`src/hdl/double_ended_queue_engine_top_defines.svh`:
```
// assertion macros shared by the queue engine
`ifndef DOUBLE_ENDED_QUEUE_ENGINE_TOP_DEFINES_SVH
`define DOUBLE_ENDED_QUEUE_ENGINE_TOP_DEFINES_SVH

// same-cycle implication, sampled on the rising clock edge
`define DEQ_ASSERT_IMPLY(lbl, ante, cons, msg) \
   lbl: assert property (@(posedge clock) disable iff (reset) (ante) |-> (cons)) \
      else $error(msg);

// next-cycle implication
`define DEQ_ASSERT_NEXT(lbl, ante, cons, msg) \
   lbl: assert property (@(posedge clock) disable iff (reset) (ante) |=> (cons)) \
      else $error(msg);

`endif

```
`src/hdl/deq_pkg.sv`:
```
package deq_pkg;

   localparam int ACTION_W   = 3;
   localparam int VALUE_W    = 32;
   localparam int POSITION_W = 4;
   localparam int COUNT_W    = 5;
   localparam int STATUS_W   = 2;
   localparam int REQ_DATA_W = 40;
   localparam int RSP_DATA_W = 40;

   typedef enum logic [ACTION_W-1:0] {
      ACT_PUSH_FRONT = 3'd0,
      ACT_PUSH_BACK  = 3'd1,
      ACT_POP_FRONT  = 3'd2,
      ACT_POP_BACK   = 3'd3,
      ACT_PEEK_FRONT = 3'd4,
      ACT_PEEK_BACK  = 3'd5,
      ACT_READ_INDEX = 3'd6,
      ACT_CLEAR      = 3'd7
   } action_type;

   typedef enum logic [STATUS_W-1:0] {
      ST_OK    = 2'd0,
      ST_EMPTY = 2'd1,
      ST_RANGE = 2'd2,
      ST_FULL  = 2'd3
   } status_type;

   typedef struct packed {
      logic wr_en;
      logic rd_en;
   } mem_ctl_type;

   typedef struct packed {
      status_type         status;
      logic [COUNT_W-1:0] entry_count;
      logic               has_data;
   } rsp_info_type;

endpackage

```
`src/hdl/deq_ram.sv`:
```
module deq_ram #(
   parameter int DEPTH      = 16,
   parameter int DATA_WIDTH = 32
) (
   input  logic                     clock,
   input  deq_pkg::mem_ctl_type     ctl,
   input  logic [$clog2(DEPTH)-1:0] addr,
   input  logic [DATA_WIDTH-1:0]    wr_data,
   output logic [DATA_WIDTH-1:0]    rd_data_ff
);
   import deq_pkg::*;

   logic [DATA_WIDTH-1:0] mem [DEPTH];

   always_ff @(posedge clock) begin
      if (ctl.wr_en) begin
         mem[addr] <= wr_data;
      end
      if (ctl.rd_en) begin
         rd_data_ff <= mem[addr];
      end
   end

endmodule

```
`src/hdl/deq_ptr.sv`:
```
module deq_ptr #(
   parameter int DEPTH = 16
) (
   input  logic                              clock,
   input  logic                              reset,
   input  logic                              accept,
   input  deq_pkg::action_type               action,
   input  logic [deq_pkg::POSITION_W-1:0]    position,
   output deq_pkg::mem_ctl_type              ctl,
   output logic [$clog2(DEPTH)-1:0]          addr,
   output deq_pkg::rsp_info_type             info
);
   import deq_pkg::*;

   localparam int PW    = $clog2(DEPTH);
   localparam int CW    = $clog2(DEPTH + 1);
   localparam int SUM_W = PW + 1;

   logic [PW-1:0]    front_ff, front_in;
   logic [CW-1:0]    count_ff, count_in;
   logic [PW-1:0]    front_dec, front_inc, offset;
   logic [CW-1:0]    count_dec;
   logic [SUM_W-1:0] sum, wrapped;
   logic             full, empty, use_front_dec;
   mem_ctl_type      ctl_raw;
   status_type       status;
   logic             has_data;

   assign full      = (count_ff == CW'(DEPTH));
   assign empty     = (count_ff == '0);
   assign front_dec = (front_ff == '0) ? PW'(DEPTH - 1) : front_ff - 1'b1;
   assign front_inc = (front_ff == PW'(DEPTH - 1)) ? '0 : front_ff + 1'b1;
   assign count_dec = count_ff - 1'b1;

   // ring slot of front plus offset, both below DEPTH
   assign sum     = {1'b0, front_ff} + {1'b0, offset};
   assign wrapped = (sum >= SUM_W'(DEPTH)) ? sum - SUM_W'(DEPTH) : sum;
   assign addr    = use_front_dec ? front_dec : wrapped[PW-1:0];

   always_comb begin
      front_in      = front_ff;
      count_in      = count_ff;
      ctl_raw       = '0;
      offset        = '0;
      use_front_dec = 1'b0;
      status        = ST_OK;
      has_data      = 1'b0;
      case (action)
         ACT_PUSH_FRONT: begin
            if (full) begin
               status = ST_FULL;
            end else begin
               use_front_dec = 1'b1;
               front_in      = front_dec;
               count_in      = count_ff + 1'b1;
               ctl_raw.wr_en = 1'b1;
            end
         end
         ACT_PUSH_BACK: begin
            if (full) begin
               status = ST_FULL;
            end else begin
               offset        = PW'(count_ff);
               count_in      = count_ff + 1'b1;
               ctl_raw.wr_en = 1'b1;
            end
         end
         ACT_POP_FRONT, ACT_PEEK_FRONT: begin
            if (empty) begin
               status = ST_EMPTY;
            end else begin
               ctl_raw.rd_en = 1'b1;
               has_data      = 1'b1;
               if (action == ACT_POP_FRONT) begin
                  front_in = front_inc;
                  count_in = count_dec;
               end
            end
         end
         ACT_POP_BACK, ACT_PEEK_BACK: begin
            if (empty) begin
               status = ST_EMPTY;
            end else begin
               offset        = PW'(count_dec);
               ctl_raw.rd_en = 1'b1;
               has_data      = 1'b1;
               if (action == ACT_POP_BACK) begin
                  count_in = count_dec;
               end
            end
         end
         ACT_READ_INDEX: begin
            if (16'(position) >= 16'(count_ff)) begin
               status = ST_RANGE;
            end else begin
               offset        = PW'(position);
               ctl_raw.rd_en = 1'b1;
               has_data      = 1'b1;
            end
         end
         ACT_CLEAR: begin
            front_in = '0;
            count_in = '0;
         end
         default: begin
            front_in = front_ff;
         end
      endcase
   end

   assign ctl.wr_en        = accept & ctl_raw.wr_en;
   assign ctl.rd_en        = accept & ctl_raw.rd_en;
   assign info.status      = status;
   assign info.entry_count = COUNT_W'(count_in);
   assign info.has_data    = has_data;

   always_ff @(posedge clock) begin
      if (reset) begin
         front_ff <= '0;
         count_ff <= '0;
      end else if (accept) begin
         front_ff <= front_in;
         count_ff <= count_in;
      end
   end

endmodule

```
`src/hdl/double_ended_queue_engine_top.sv`:
```
// results pass the first stage, where the single-port store is used, then the result register
// throughput: one request per cycle unless stalled; at most one store access per request
// the store read register feeds the result register, so reads need no forwarding
// reset clears front pointer, entry count and both pipeline valids
// store contents are not cleared by reset or by a clear request
`include "double_ended_queue_engine_top_defines.svh"

module double_ended_queue_engine_top #(
   parameter int DEPTH      = 16,
   parameter int DATA_WIDTH = 32
) (
   input  logic                             clock,
   input  logic                             reset,
   input  logic                             req_tvalid,
   output logic                             req_tready,
   input  logic [deq_pkg::REQ_DATA_W-1:0]   req_tdata,  // push_value, position
   input  logic [deq_pkg::ACTION_W-1:0]     req_tuser,  // action
   output logic                             rsp_tvalid,
   input  logic                             rsp_tready,
   output logic [deq_pkg::RSP_DATA_W-1:0]   rsp_tdata,  // read_value, entry_count
   output logic [deq_pkg::STATUS_W-1:0]     rsp_tuser   // status
);
   import deq_pkg::*;

   localparam int PW = $clog2(DEPTH);

   logic                  accept, s1_adv;
   logic                  s1_valid_ff, s1_valid_in;
   rsp_info_type          s1_info_ff, info;
   logic                  rsp_valid_ff, rsp_valid_in;
   logic [VALUE_W-1:0]    value_ff;
   logic [COUNT_W-1:0]    count_ff;
   status_type            status_ff;
   mem_ctl_type           ctl;
   logic [PW-1:0]         addr;
   logic [63:0]           push_wide, rd_wide;
   logic [DATA_WIDTH-1:0] wr_data, rd_data;

   assign s1_adv     = !rsp_valid_ff || rsp_tready;
   assign req_tready = !s1_valid_ff || s1_adv;
   assign accept     = req_tvalid && req_tready;

   assign push_wide = {32'b0, req_tdata[VALUE_W-1:0]};
   assign wr_data   = push_wide[DATA_WIDTH-1:0];

   deq_ptr #(.DEPTH(DEPTH)) u_ptr (
      .clock    (clock),
      .reset    (reset),
      .accept   (accept),
      .action   (action_type'(req_tuser)),
      .position (req_tdata[VALUE_W +: POSITION_W]),
      .ctl      (ctl),
      .addr     (addr),
      .info     (info)
   );

   deq_ram #(.DEPTH(DEPTH), .DATA_WIDTH(DATA_WIDTH)) u_ram (
      .clock      (clock),
      .ctl        (ctl),
      .addr       (addr),
      .wr_data    (wr_data),
      .rd_data_ff (rd_data)
   );

   assign rd_wide = 64'(rd_data);

   assign s1_valid_in  = accept ? 1'b1 : (s1_adv ? 1'b0 : s1_valid_ff);
   assign rsp_valid_in = (s1_adv && s1_valid_ff) ? 1'b1 : (rsp_tready ? 1'b0 : rsp_valid_ff);

   always_ff @(posedge clock) begin
      if (reset) begin
         s1_valid_ff  <= 1'b0;
         rsp_valid_ff <= 1'b0;
      end else begin
         s1_valid_ff  <= s1_valid_in;
         rsp_valid_ff <= rsp_valid_in;
      end
   end

   always_ff @(posedge clock) begin
      if (accept) begin
         s1_info_ff <= info;
      end
      // store read data is held while the first stage stalls
      if (s1_adv && s1_valid_ff) begin
         value_ff  <= s1_info_ff.has_data ? rd_wide[VALUE_W-1:0] : '0;
         count_ff  <= s1_info_ff.entry_count;
         status_ff <= s1_info_ff.status;
      end
   end

   assign rsp_tvalid = rsp_valid_ff;
   assign rsp_tdata  = {3'b0, count_ff, value_ff};
   assign rsp_tuser  = status_ff;

   `DEQ_ASSERT_IMPLY(a_empty_count, rsp_tvalid && (rsp_tuser == ST_EMPTY), rsp_tdata[36:32] == '0, "empty status with nonzero count")
   `DEQ_ASSERT_IMPLY(a_full_count, rsp_tvalid && (rsp_tuser == ST_FULL), rsp_tdata[36:32] == COUNT_W'(DEPTH), "full status below depth")
   `DEQ_ASSERT_IMPLY(a_err_no_data, rsp_tvalid && (rsp_tuser != ST_OK), rsp_tdata[31:0] == '0, "error result carries data")
   `DEQ_ASSERT_NEXT(a_clear_count, accept && (req_tuser == ACT_CLEAR), s1_info_ff.entry_count == '0, "clear left entries")

endmodule
```
`config.mk`:
```
export PLATFORM = sky130hd
export DESIGN_NAME = double_ended_queue_engine_top
export DESIGN_NICKNAME = d
export VERILOG_FILES = /design/src/hdl/deq_pkg.sv /design/src/hdl/deq_ram.sv /design/src/hdl/deq_ptr.sv /design/src/hdl/double_ended_queue_engine_top.sv
export VERILOG_INCLUDE_DIRS = /design/src /design/src/hdl
export SDC_FILE = /design/constraint.sdc
export NUM_CORES = 1
export LEC_CHECK = 0
export ABC_AREA = 1
export BUFFER_PORTS_ARGS = -buffer_cell sky130_fd_sc_hd__buf_2
export CELL_PAD_IN_SITES_DETAIL_PLACEMENT = 1
export CELL_PAD_IN_SITES_GLOBAL_PLACEMENT = 1
export CORE_ASPECT_RATIO = 0.8
export CORE_MARGIN = 2
export CORE_UTILIZATION = 30
export DETAILED_ROUTE_END_ITERATION = 8
export GPL_ROUTABILITY_DRIVEN = 0
export MAX_ROUTING_LAYER = met4
export PLACE_DENSITY = 0.65
export SLEW_MARGIN = 20
export SYNTH_ARGS = -nofsm -noshare
export SYNTH_HDL_FRONTEND = slang
export SYNTH_SLANG_ARGS = --single-unit
```
`constraint.sdc`:
```
create_clock -name clock -period 7 [get_ports clock]
set_input_delay 1.4 -clock clock [delete_from_list [all_inputs] [get_ports clock]]
set_output_delay 1.4 -clock clock [all_outputs]
set_load 0.1 [all_outputs]
```
Word level (Yosys, flattened, before mapping)
Memory sizes are Yosys's and may differ from the RTL's. A register that Yosys moved wholly into a read port is not among the register bits.
Cells that the tools add are included.
Word-level totals
  bits in registers: 58
  bits in writable memories: 512
  input bits: 47
  output and inout port bits: 44
  logic and storage cells: 84
  memories kept: 1
Operators by class
  add/sub/neg operators: 6
  magnitude comparators: 2
  eq/ne operators: 12
  mux-type cells: 34
  bitwise logic cells: 2
  reduce and logical (&&, ||, !) cells: 17
Memory list
  u_ram.mem: depth 16, width 32, read ports 1, clocked after memory_dff 1, write ports 1, RTL line deq_ram.sv:13  | logic [DATA_WIDTH-1:0] mem [DEPTH];
Operators by type and width (number)
  $mux 4: 10
  $mux 5: 5
  $pmux 4 s3: 2
  $pmux 5 s4: 1
  $eq 3x3->1 const B: 4
  $mux 1: 12
  $sub 4x1->4 const B: 2
  $eq 3x2->1 const B: 2
  $pmux 2 s3: 1
  $reduce_or 2->1: 3
  $add 4x4->5: 1
  $add 5x1->5 const B: 1
  $eq 5x5->1 const B: 1
  $ge 4x5->1: 1
  $ge 5x5->1 const B: 1
  $logic_not 5->1: 1
  $reduce_and 5->1: 1
  $sub 5x1->5 const B: 1
  $add 4x1->4 const B: 1
  $eq 4x4->1 const B: 1
  $logic_not 4->1: 1
  $mux 2: 2
  $ne 2x2->1 const B: 2
  $reduce_bool 2->1: 2
  10 further kinds: 14

Depth between registers and ports, before layout
  word-level depth: 7
  mapped depth: 23
  gate-level depth less buffers: 20

Hierarchy
Synthesis repeated with hierarchy kept, for this count alone.
Unflattened totals
  cells, all modules: 2469
  area total of the unflattened synthesis: 25698.4 µm²
Modules (own cells, without submodules)
  deq_ram: times used 1, cells each 2113, area an instance 22534.1 µm², sequential area each 16335.7 µm²
  double_ended_queue_engine_top: times used 1, cells each 130, area an instance 1794.2 µm², sequential area each 1451.4 µm²
  deq_ptr: times used 1, cells each 226, area an instance 1370.1 µm², sequential area each 180.2 µm²

Worst setup path after synthesis
OpenSTA, ideal clock, no wires.
  path kind: input-to-reg
  start point: input port req_tdata[35] in the netlist's numbering
  end point: memory u_ram.mem[10][0], enable pin
  setup time: 0.421 ns
  data arrival time: 5.016 ns
  required time: 6.579 ns
  setup slack: 1.563 ns
  stages: 17
  buffers on the path: 2
  cells stage by stage: ha_1 -> inv_1 -> nor2_1 -> nand3_1 -> nand3_1 -> nor2_2 -> inv_1 -> o221ai_1 -> ha_1 -> fa_1 -> xnor2_1 -> o21ai_2 -> inv_2 -> buf_2 -> buf_2 -> nand3_1 -> nor2_1
Between the ends
  longest elaborated chain between the ends: 7
  elaborated cells on any way between the ends: 8
  classes of those cells: add/sub: 2; order compare: 2; mux: 4
RTL lines
  start, declared: RTL line double_ended_queue_engine_top.sv:16  | input logic [deq_pkg::REQ_DATA_W-1:0] req_tdata,
  $ge 4x5->1: RTL line deq_ptr.sv:93  | if (16'(position) >= 16'(count_ff)) begin
  $mux 4 (*): RTL line deq_ptr.sv:93
  $pmux 4 s3 (*): RTL line deq_ptr.sv:48  | case (action)
  $add 4x4->5 (*): RTL line deq_ptr.sv:36  | assign sum = {1'b0, front_ff} + {1'b0, offset};
  $sub 4x1->4 or $ge 5x5->1 (tied branches): RTL line deq_ptr.sv:37  | assign wrapped = (sum >= SUM_W'(DEPTH)) ? sum - SUM_W'(DEPTH) : sum;
  $mux 4 (*): RTL line deq_ptr.sv:37
  $mux 4 (*): RTL line deq_ptr.sv:38  | assign addr = use_front_dec ? front_dec : wrapped[PW-1:0];
  end, declared: RTL line deq_ram.sv:13
Every way passes the cells marked *; elsewhere a longest branch is shown, timed or not.

Final worst setup path
  start point: input port req_tdata[35] in the netlist's numbering
  end point: register u_ram.rd_data_ff[5] (read register of u_ram.mem), data pin
Between the ends
  longest elaborated chain between the ends: 7
  elaborated cells on any way between the ends: 11
  classes of those cells: add/sub: 2; order compare: 2; mux: 6; bitwise: 1
RTL lines
  $ge 4x5->1: RTL line deq_ptr.sv:93
  $mux 4: RTL line deq_ptr.sv:93
  $pmux 4 s3: RTL line deq_ptr.sv:48
  $add 4x4->5: RTL line deq_ptr.sv:36
  $sub 4x1->4 or $ge 5x5->1 (tied branches): RTL line deq_ptr.sv:37
  $mux 4: RTL line deq_ptr.sv:37
  $mux 4: RTL line deq_ptr.sv:38
  end, declared: RTL line deq_ram.sv:9  | output logic [DATA_WIDTH-1:0] rd_data_ff
Parallel ways exist; a longest one is shown, timed or not.
A chain may end at the register's enable or synchronous reset.

==> flow_summary.yaml <==
global_route:
  grt_max_degree: 190
  grt_overflow: 0
  grt_pass1_wl_mm: 114
  antenna_found_initial: 5
  grt_pass1_vias: 19300
  grtUsageTotal_pct: 17.3
cts:
  cts_hold_buf: 0
  clkTransAtPathRegs_ns: 0.05
  post_cts_resized: 0
  postCtsSetupBuffers: 0
  cts_tree: "built"
  cts-root-buf: "clkbuf_16"
  htree_levels: 3
  cts_max_path_buffers: 3
  clk_latency_ns: 0.62
  cts_buffers: 67
  cts.sinks: 602
synth:
  synth_cell_types: 37
  synth_most_common_cell: "nand2_1"
  synth_ff_type: "edfxtp_1"
  synth-seq-cells: 602
  synth_common_cells: "1271 x nand2_1, 591 x edfxtp_1, 280 x nand3_1"
  synth_top_cell_area_share_pct: 68.5
  yosys_warnings: 0
  syn_area_per_cell_um2: 10.4
  synth_edf_count: 591
  synth-async-reset-ratio_pct: 0
  netlist_instances: 2486
  syn_area_mm2: 0.0259
  ys_seq_area_share_pct: 69.3
  synth_top_cell_by_area: "edfxtp_1"
  synthTopCellsByArea: "edfxtp_1 68%, nand2_1 18%, nand3_1 5.4%, buf_2 2.2%, inv_1 1.0%"
outcome:
  outcome: "finished, final reports clean"
finish:
  area_growth_pct: 14.5
  final_area_mm2: 0.0297
  fillers: 9517
  nNetsFinal: 2605
  drive_gt1_share_pct: 9.67
setup_path:
  cp_cell_sequence: "buf_2, ha_1, inv_1, nor2_1, nand3_1, nand3_1, nor2_2, inv_1, o221ai_1, ha_1, fa_1, nand2_1, o21ai_4, buf_4, buf_4, nand2_1, nand2_1, nand2_1, nand2_1, nand2_1, nand2_1"
  worst_path_max_delay_cell: "buf_4"
  crit_buf_inv: 5
  path_common_cell: "nand2_1"
  critPathTopFamily: "buffers and inverters"
  worstSetupPathType: "primary input to register"
  cp_max_fo: 67
  crit_path_end_kind: "register"
  required_ns: 7.47
  cp-start-kind: "primary input"
  reg2reg_from: "u_ptr.count_ff[3]"
  slowest_delay_ns: 0.88
  critPathLaunch: "req_tdata[35]"
  arrival_ns: 5.86
floorplanning:
  die_h_um: 267
  ios: 91
  std_cell_rows: 96
  core_mm2: 0.0856
  die_w_um: 333
  die_area_mm2: 0.0888
  initial_core_util_pct: 30.3
placement:
  io_buffers: 83
  post_dp_cell_area_mm2: 0.0276
  dp_hpwl_mm: 40.2
  place_ws_ns: 1.03
drt:
  drcViolationCount: 0
  drt_wl_total_mm: 74.7
  dr.pass1.iters: 5
  vias_per_cell: 4.87
  num_vias: 18100
  drt_iter0_markers: 1042
  wl_per_cell_um: 20.1
  ant_nets: 0
timing:
  max_freq_mhz: 185
  setup_viol: 0
  maxSlewViolCount: 0
  layout_setup_ws_ns: 1.61
  clock_skew_ns: 0.0225
  rsz0062_at_grt: "false"
  slew_headroom_pct: 35.1
  fin_crit_sh_pct: 77.0
  fin_setup_tns_ns: 0
  hold_violations: 0
  post-route-min-period_ns: 5.39
  worstMarginPinSlew_ns: 0.971
job:
  max_cap_viol_count: 0
pwr:
  power.density_mw_per_mm2: 308
  power.share.clock_pct: 37.6
  p_leak_nw: 12.1
  p_sw_share_pct: 29.0
  cellInternalPower_mw: 6.48
  p_seq_share_pct: 45.0
  p_sw_mw: 2.65
  p_comb_share_pct: 17.4
  vdd_drop_max_uv: 143
worst_hold_path:
  holdCritStartpoint: "s1_info_ff[7]"
  min_path_type: "register to register"
## registers in the layout, summed over array words and instances, names as in the netlist
| register | count |
|---|---|
| value_ff | 32 |
| count_ff | 5 |
| u_ram.mem | 512 |
| u_ptr.count_ff | 5 |
| s1_info_ff | 8 |
| u_ram.rd_data_ff | 32 |
| u_ptr.front_ff | 4 |
| s1_valid_ff | 1 |
| rsp_tuser | 2 |
| rsp_tvalid | 1 |
## cell usage in the layout (no fill, tap or decap), types with 3 or more instances in the layout
cell       instances
a21oi_1           15
buf_12             3
buf_2             83
buf_4             40
bufinv_16          5
clkbuf_1           9
clkbuf_16         71
clkinv_1          17
clkinv_2           6
conb_1             3
dfxtp_1           11
diode_2            3
edfxtp_1         591
ha_1              14
inv_1             70
inv_2              3
nand2_1         1269
nand3_1          280
nand4_1            5
nor2_1            12
nor2_2             3
nor2_4            17
o21ai_0           19
o22ai_1            4
xor2_1             3
## final cells by class
cell class / count / area [µm²] / share of cell area [%]
clock inverters: 31 / 273 / 0.919
multi-input cells: 1671 / 7160 / 24.1
repair buffers: 126 / 776 / 2.61
diodes: 3 / 7.51 / 0.0253
clock buffers: 80 / 1810 / 6.10
flip-flops and latches: 602 / 18000 / 60.5
inverters: 75 / 284 / 0.957
well taps: 1127 / 1410 / 4.75
## power by group through the flow
stage / clock network, mW / logic, mW / registers, mW
CTS: 3.53 / 1.60 / 4.11
global placement: 0 / 1.54 / 4.18
floorplan: 0 / 1.01 / 4.28
finish: 3.44 / 1.59 / 4.11
global route: 3.65 / 1.79 / 4.11
detailed placement: 0 / 1.60 / 4.18
## cell families after synthesis
group / Yosys count / synth area share, %
and+or+nand+nor: 1598 / 24.8
buffers and inverters: 215 / 3.81
AOI/OAI and AO/OA: 50 / 1.10
adders and majority gates: 15 / 0.753
DFF: 602 / 69.3
xor gates and xnor gates: 5 / 0.169
other: 1 / 0.0145
## layer usage
| metal | wire length [µm] | part of all wire (%) | global-route usage [%] | vias to the layer above |
|---|---|---|---|---|
| met2 | 36000 | 48 | 29.1 | 361 |
| met4 | 1850 | 2.5 | 4.95 | 0 |
| li1 | - | - | - | 8390 |
| met1 | 33900 | 45 | 21.7 | 9214 |
| met5 | 0 | 0 | - | - |
| met3 | 2940 | 3.9 | 2.64 | 131 |
## stage by stage
stage                     hold slack, ns  total power [mW]  util [%]  cells
after floorplan                    0.400              5.29         -   2488
after global placement             0.403              5.73      32.2   3601
after detailed placement           0.408              5.78      32.2   3601
after CTS                          0.422              9.25      34.7   3712
after global routing               0.436              9.55      34.7   3714
final                              0.426              9.13      34.7   3715
## final timing paths
kind	endpoint	slack (ns)	depth (start not counted)
worst min register to register	rsp_tuser[1]	0.43	0
worst max register to register	u_ram.rd_data_ff[5]	1.63	21
worst max-delay path	u_ram.rd_data_ff[5]	1.61	21
worst min-delay path	rsp_tuser[1]	0.43	0
## worst register-to-register path, cell delays in order (launching register included)
cell and delay, ns:
dfxtp_1 0.55, inv_1 0.26, ha_1 0.34, inv_1 0.04, nor2_1 0.15, nand3_1 0.10
nand3_1 0.11, nor2_2 0.07, inv_1 0.15, o221ai_1 0.15, ha_1 0.25, fa_1 0.52
nand2_1 0.09, o21ai_4 0.27, buf_4 0.69, buf_4 0.89, nand2_1 0.14, nand2_1 0.09
nand2_1 0.05, nand2_1 0.15, nand2_1 0.08, nand2_1 0.10
(Power assumes the default switching activity.)
